`src/sv/pljt_pkg.sv`:
```
`default_nettype none
package pljt_pkg;
  localparam int ANG_W    = 16;
  localparam int FORCE_W  = 24;
  localparam int LEN_W    = 16;
  localparam int TORQUE_W = 43;
  localparam int TRIG_W   = 17;
  localparam int CFG_W    = 16;
  localparam int CFG_IDX_W = 1;
  localparam int CORD_W   = 34;
  localparam int PHASE_W  = 32;
  localparam int TRIG_STAGES_DEF = 16;
  localparam int MAX_STAGES = 24;
  localparam logic [CORD_W-1:0] CORDIC_GAIN = 34'sd652032874;

  localparam logic [CFG_IDX_W-1:0] REG_PROX_LEN = 1'b0;
  localparam logic [CFG_IDX_W-1:0] REG_DIST_LEN = 1'b1;

  function automatic logic [PHASE_W-1:0] atan_entry(input int i);
    logic [PHASE_W-1:0] v;
    case (i)
      0: v = 32'd536870912;  1: v = 32'd316933406;  2: v = 32'd167458907;
      3: v = 32'd85004756;   4: v = 32'd42667331;   5: v = 32'd21354465;
      6: v = 32'd10679838;   7: v = 32'd5340245;    8: v = 32'd2670163;
      9: v = 32'd1335087;    10: v = 32'd667544;    11: v = 32'd333772;
      12: v = 32'd166886;    13: v = 32'd83443;     14: v = 32'd41721;
      15: v = 32'd20860;     16: v = 32'd10430;     17: v = 32'd5215;
      18: v = 32'd2607;      19: v = 32'd1303;      20: v = 32'd651;
      21: v = 32'd325;       22: v = 32'd162;       23: v = 32'd81;
      default: v = '0;
    endcase
    return v;
  endfunction

  // per-cell cordic data for both angles
  typedef struct packed {
    logic signed [CORD_W-1:0]  x1;
    logic signed [CORD_W-1:0]  y1;
    logic signed [PHASE_W-1:0] z1;
    logic                      n1;
    logic signed [CORD_W-1:0]  x2;
    logic signed [CORD_W-1:0]  y2;
    logic signed [PHASE_W-1:0] z2;
    logic                      n2;
    logic signed [FORCE_W-1:0] fx;
    logic signed [FORCE_W-1:0] fz;
  } cord_t;
endpackage
`default_nettype wire

```
`src/sv/pljt_cell.sv`:
```
`default_nettype none
module pljt_cell #(
  parameter int IDX = 0
) (
  input  wire logic           clk,
  input  wire logic           en,
  input  wire pljt_pkg::cord_t d_in,
  output pljt_pkg::cord_t      d_r
);
  import pljt_pkg::*;
  localparam logic signed [PHASE_W-1:0] ATAN = atan_entry(IDX);
  cord_t d_nxt;

  always_comb begin
    d_nxt = d_in;
    if (!d_in.z1[PHASE_W-1]) begin
      d_nxt.x1 = d_in.x1 - (d_in.y1 >>> IDX);
      d_nxt.y1 = d_in.y1 + (d_in.x1 >>> IDX);
      d_nxt.z1 = d_in.z1 - ATAN;
    end else begin
      d_nxt.x1 = d_in.x1 + (d_in.y1 >>> IDX);
      d_nxt.y1 = d_in.y1 - (d_in.x1 >>> IDX);
      d_nxt.z1 = d_in.z1 + ATAN;
    end
    if (!d_in.z2[PHASE_W-1]) begin
      d_nxt.x2 = d_in.x2 - (d_in.y2 >>> IDX);
      d_nxt.y2 = d_in.y2 + (d_in.x2 >>> IDX);
      d_nxt.z2 = d_in.z2 - ATAN;
    end else begin
      d_nxt.x2 = d_in.x2 + (d_in.y2 >>> IDX);
      d_nxt.y2 = d_in.y2 - (d_in.x2 >>> IDX);
      d_nxt.z2 = d_in.z2 + ATAN;
    end
  end

  always_ff @(posedge clk) begin
    if (en) begin
      d_r <= d_nxt;
    end
  end
endmodule
`default_nettype wire

```
`config.mk`:
```
export PLATFORM = sky130hd
export DESIGN_NAME = pljt_cell
export DESIGN_NICKNAME = d
export VERILOG_FILES = /design/src/sv/pljt_pkg.sv /design/src/sv/pljt_cell.sv
export SDC_FILE = /design/constraint.sdc
export NUM_CORES = 1
export LEC_CHECK = 0
export BUFFER_PORTS_ARGS = -buffer_cell sky130_fd_sc_hd__buf_4
export CAP_MARGIN = 5
export CORE_MARGIN = 2
export CORE_UTILIZATION = 45
export DETAILED_ROUTE_END_ITERATION = 16
export GPL_TIMING_DRIVEN = 1
export PLACE_DENSITY_LB_ADDON = 0.3
export SLEW_MARGIN = 10
export SYNTH_ARGS = -nofsm -noshare
export SYNTH_HDL_FRONTEND = slang
export SYNTH_SLANG_ARGS = --single-unit
```
`constraint.sdc`:
```
create_clock -name clk -period 3.4 [get_ports clk]
set_clock_uncertainty 0.15 [all_clocks]
set_input_delay 0.68 -clock clk [delete_from_list [all_inputs] [get_ports clk]]
set_output_delay 0.68 -clock clk [all_outputs]
set_load 0.01 [all_outputs]
```
==> results.yml <==
drt:
  first_pass_iters: 6
  dr_total_vias: 19300
  routedWlPerCell_um: 20.2
  ant_nets: 0
  drc: 0
  drt_first_iter_violations: 1540
  routed_wl_um: 70500
  routed_via_density: 5.54
clocking:
  cts_tree: "yes"
  cts.repair.resized: 0
  cts.path.max_buffers: 3
  ctsHoldBuffers: 0
  cts_root_buffer: "clkbuf_16"
  cts_sinks: 248
  post_cts_buffers: 0
  clk_pin_slew_ps: 60
  cts_htree_levels: 1
  cts_buffers: 30
synth:
  syn_area_per_cell_um2: 9.37
  ys_ff_latch: 248
  synthFlopType: "edfxtp_1"
  yosysWarnings: 0
  synthesis.nets: 2508
  synth_edf_count: 248
  synth_cells: 2050
  synth.distinct_cells: 93
  synthArstFlopShare: 0
  synth_seq_area_share: 0.388
  netlist_area_um2: 19200
worst_setup_path:
  required_ps: 3590
  cp_common_cell: "buf_4"
  cp_cell_sequence: "buf_4 -> buf_4 -> ha_1 -> or2_2 -> o221ai_1 -> a211oi_1 -> a21oi_2 -> o31ai_2 -> buf_4 -> a2111oi_2 -> o21bai_1 -> o221ai_1 -> xnor2_1"
  cp_slowest_cell: "a21oi_2"
  crit_arrival_ps: 3450
  crit_fanout: 5
  worst_path_dominant_cell_family: "compound AO/OA/AOI/OAI gates"
  cpPeakStageDelay_ps: 370
  end_kind: "register"
  critPathBufInv: 3
  setup.worst_path.class: "input pin to register"
  cp-startpoint: "d_in[183]"
  cp-start-kind: "input pin"
timing:
  period_needed_ps: 3270
  fmax_ghz: 0.306
  setup_violations: 0
  final-max-slew-violation-count: 0
  finalHoldViolCount: 0
  worstMarginPinSlew_ps: 671
  setup_ws_ps: 133
  whs_ps: 109
  period_share: 0.961
  rsz0062_at_grt: "false"
  slew_headroom: 0.553
hold_path:
  hp-class: "input pin to register"
  hp-start: "d_in[75]"
grt:
  grt_pass1_vias: 19300
  grt_max_degree: 76
  grt.overflow.total: 0
  grt_pass1_wl_um: 107000
  grt_usage: 0.305
  antenna_found_initial: 3
die:
  fp.coreArea_um2: 42000
  die_height_um: 211
  die_area_um2: 44400
  start_util: 0.457
  fp-row-count: 75
  ios: 502
  die_w_um: 211
finish:
  largest-register: "d_r"
  largest_register_ffs: 248
  n_antenna_cell: 0
  fillers: 3496
  syn_to_final_growth_pct: 43.6
  nets: 3387
  layout-drive-gt1-share: 0.346
  fin_util: 0.656
  reg_top3: "d_r x248"
  stdcell_count: 3491
  layout_commonest_cell: "buf_4"
  final_cell_mix: "buf_4 (924), edfxtp_1 (248), a21oi_1 (246), inv_1 (208), ha_1 (198)"
  final_area_um2: 27600
job:
  max_cap_violations: 0
placement:
  gp_congestion: 0.988
  place_hpwl_um: 58000
  port_buffers: 501
  dpl_worst_slack_ps: -466
  place_inst: 3436
  place_area_um2: 26600
pwr:
  power.density_nw_per_um2: 418
  ir_drop_v: 0.000430
  leakagePower_nw: 12.8
outcome:
  status: "completed"
==> layer usage <==
layer | routed length, um | global-route usage
met1 | 29000 | 0.397
met2 | 33800 | 0.522
met3 | 5450 | 0.0477
met4 | 2220 | 0.0971
met5 | 35 | 0
==> cells in the mapped netlist, types with 8 or more instances <==
cell type | count | area, um^2
edfxtp_1 | 248 | 7450
a21oi_1 | 246 | 1230
inv_1 | 208 | 781
ha_1 | 198 | 2480
nor2_1 | 175 | 657
o21ai_0 | 124 | 621
xnor2_1 | 118 | 1030
nand2_1 | 100 | 375
o21bai_1 | 45 | 338
nor3_1 | 39 | 195
mux2i_1 | 37 | 370
clkbuf_1 | 36 | 135
nand3_1 | 35 | 175
a21o_1 | 31 | 233
buf_2 | 30 | 150
nand4_1 | 22 | 138
nand2b_1 | 21 | 131
a31oi_1 | 20 | 125
nor2b_1 | 19 | 119
o21a_1 | 16 | 120
o211ai_1 | 15 | 113
buf_1 | 13 | 48.8
o21ai_1 | 13 | 65.1
a211oi_1 | 12 | 90.1
or3_1 | 12 | 75.1
xor2_1 | 12 | 105
nor4_1 | 10 | 62.6
a21boi_0 | 9 | 67.6
o221ai_1 | 9 | 78.8
o31ai_1 | 9 | 67.6
a221oi_1 | 8 | 70.1
fa_1 | 8 | 160
or2_2 | 8 | 50.1
==> power by group <==
group	switching (mW)	internal, mW	leakage [nW]
Clock	1.34	1.93	0.490
Combinational	2.23	2.00	9.89
Sequential	0.147	3.89	2.43
Total	3.72	7.82	12.8
==> worst paths after layout <==
check                  end  slack (ps)  cells past startpoint
setup / recovery  d_r[215]         130                     13
hold / removal     d_r[75]         110                      1
==> kinds of logic (layout without fill, tap and decap cells) <==
family | after synthesis | in the layout | share of synthesized area
buffers and inverters | 301 | 1203 | 0.0615
AND/OR/NAND/NOR | 486 | 486 | 0.121
XOR/XNOR | 130 | 130 | 0.0593
flip-flops | 248 | 248 | 0.388
AO/OA/AOI/OAI | 641 | 641 | 0.214
multiplexers | 38 | 38 | 0.0199
adder cells (fa/ha/maj) | 206 | 206 | 0.137
==> stage by stage <==
stage | power, mW | TNS (ps)
CTS | 11.6 | 0
finish | 11.5 | 0
floorplan | 6.00 | 0
detailed placement | 8.26 | -14420
global placement | 8.19 | -12230
global route | 12.0 | 0
==> final cells by class <==
type | instances | area (um^2) | area share
well taps | 539 | 674 | 0.0245
inverters | 218 | 818 | 0.0297
flip-flops and latches | 248 | 7450 | 0.270
repair buffers | 930 | 7050 | 0.256
clock inverters | 21 | 241 | 0.00876
clock buffers | 34 | 766 | 0.0278
multi-input cells | 1501 | 10600 | 0.384
Note: power is estimated with default switching activity, not from simulation.
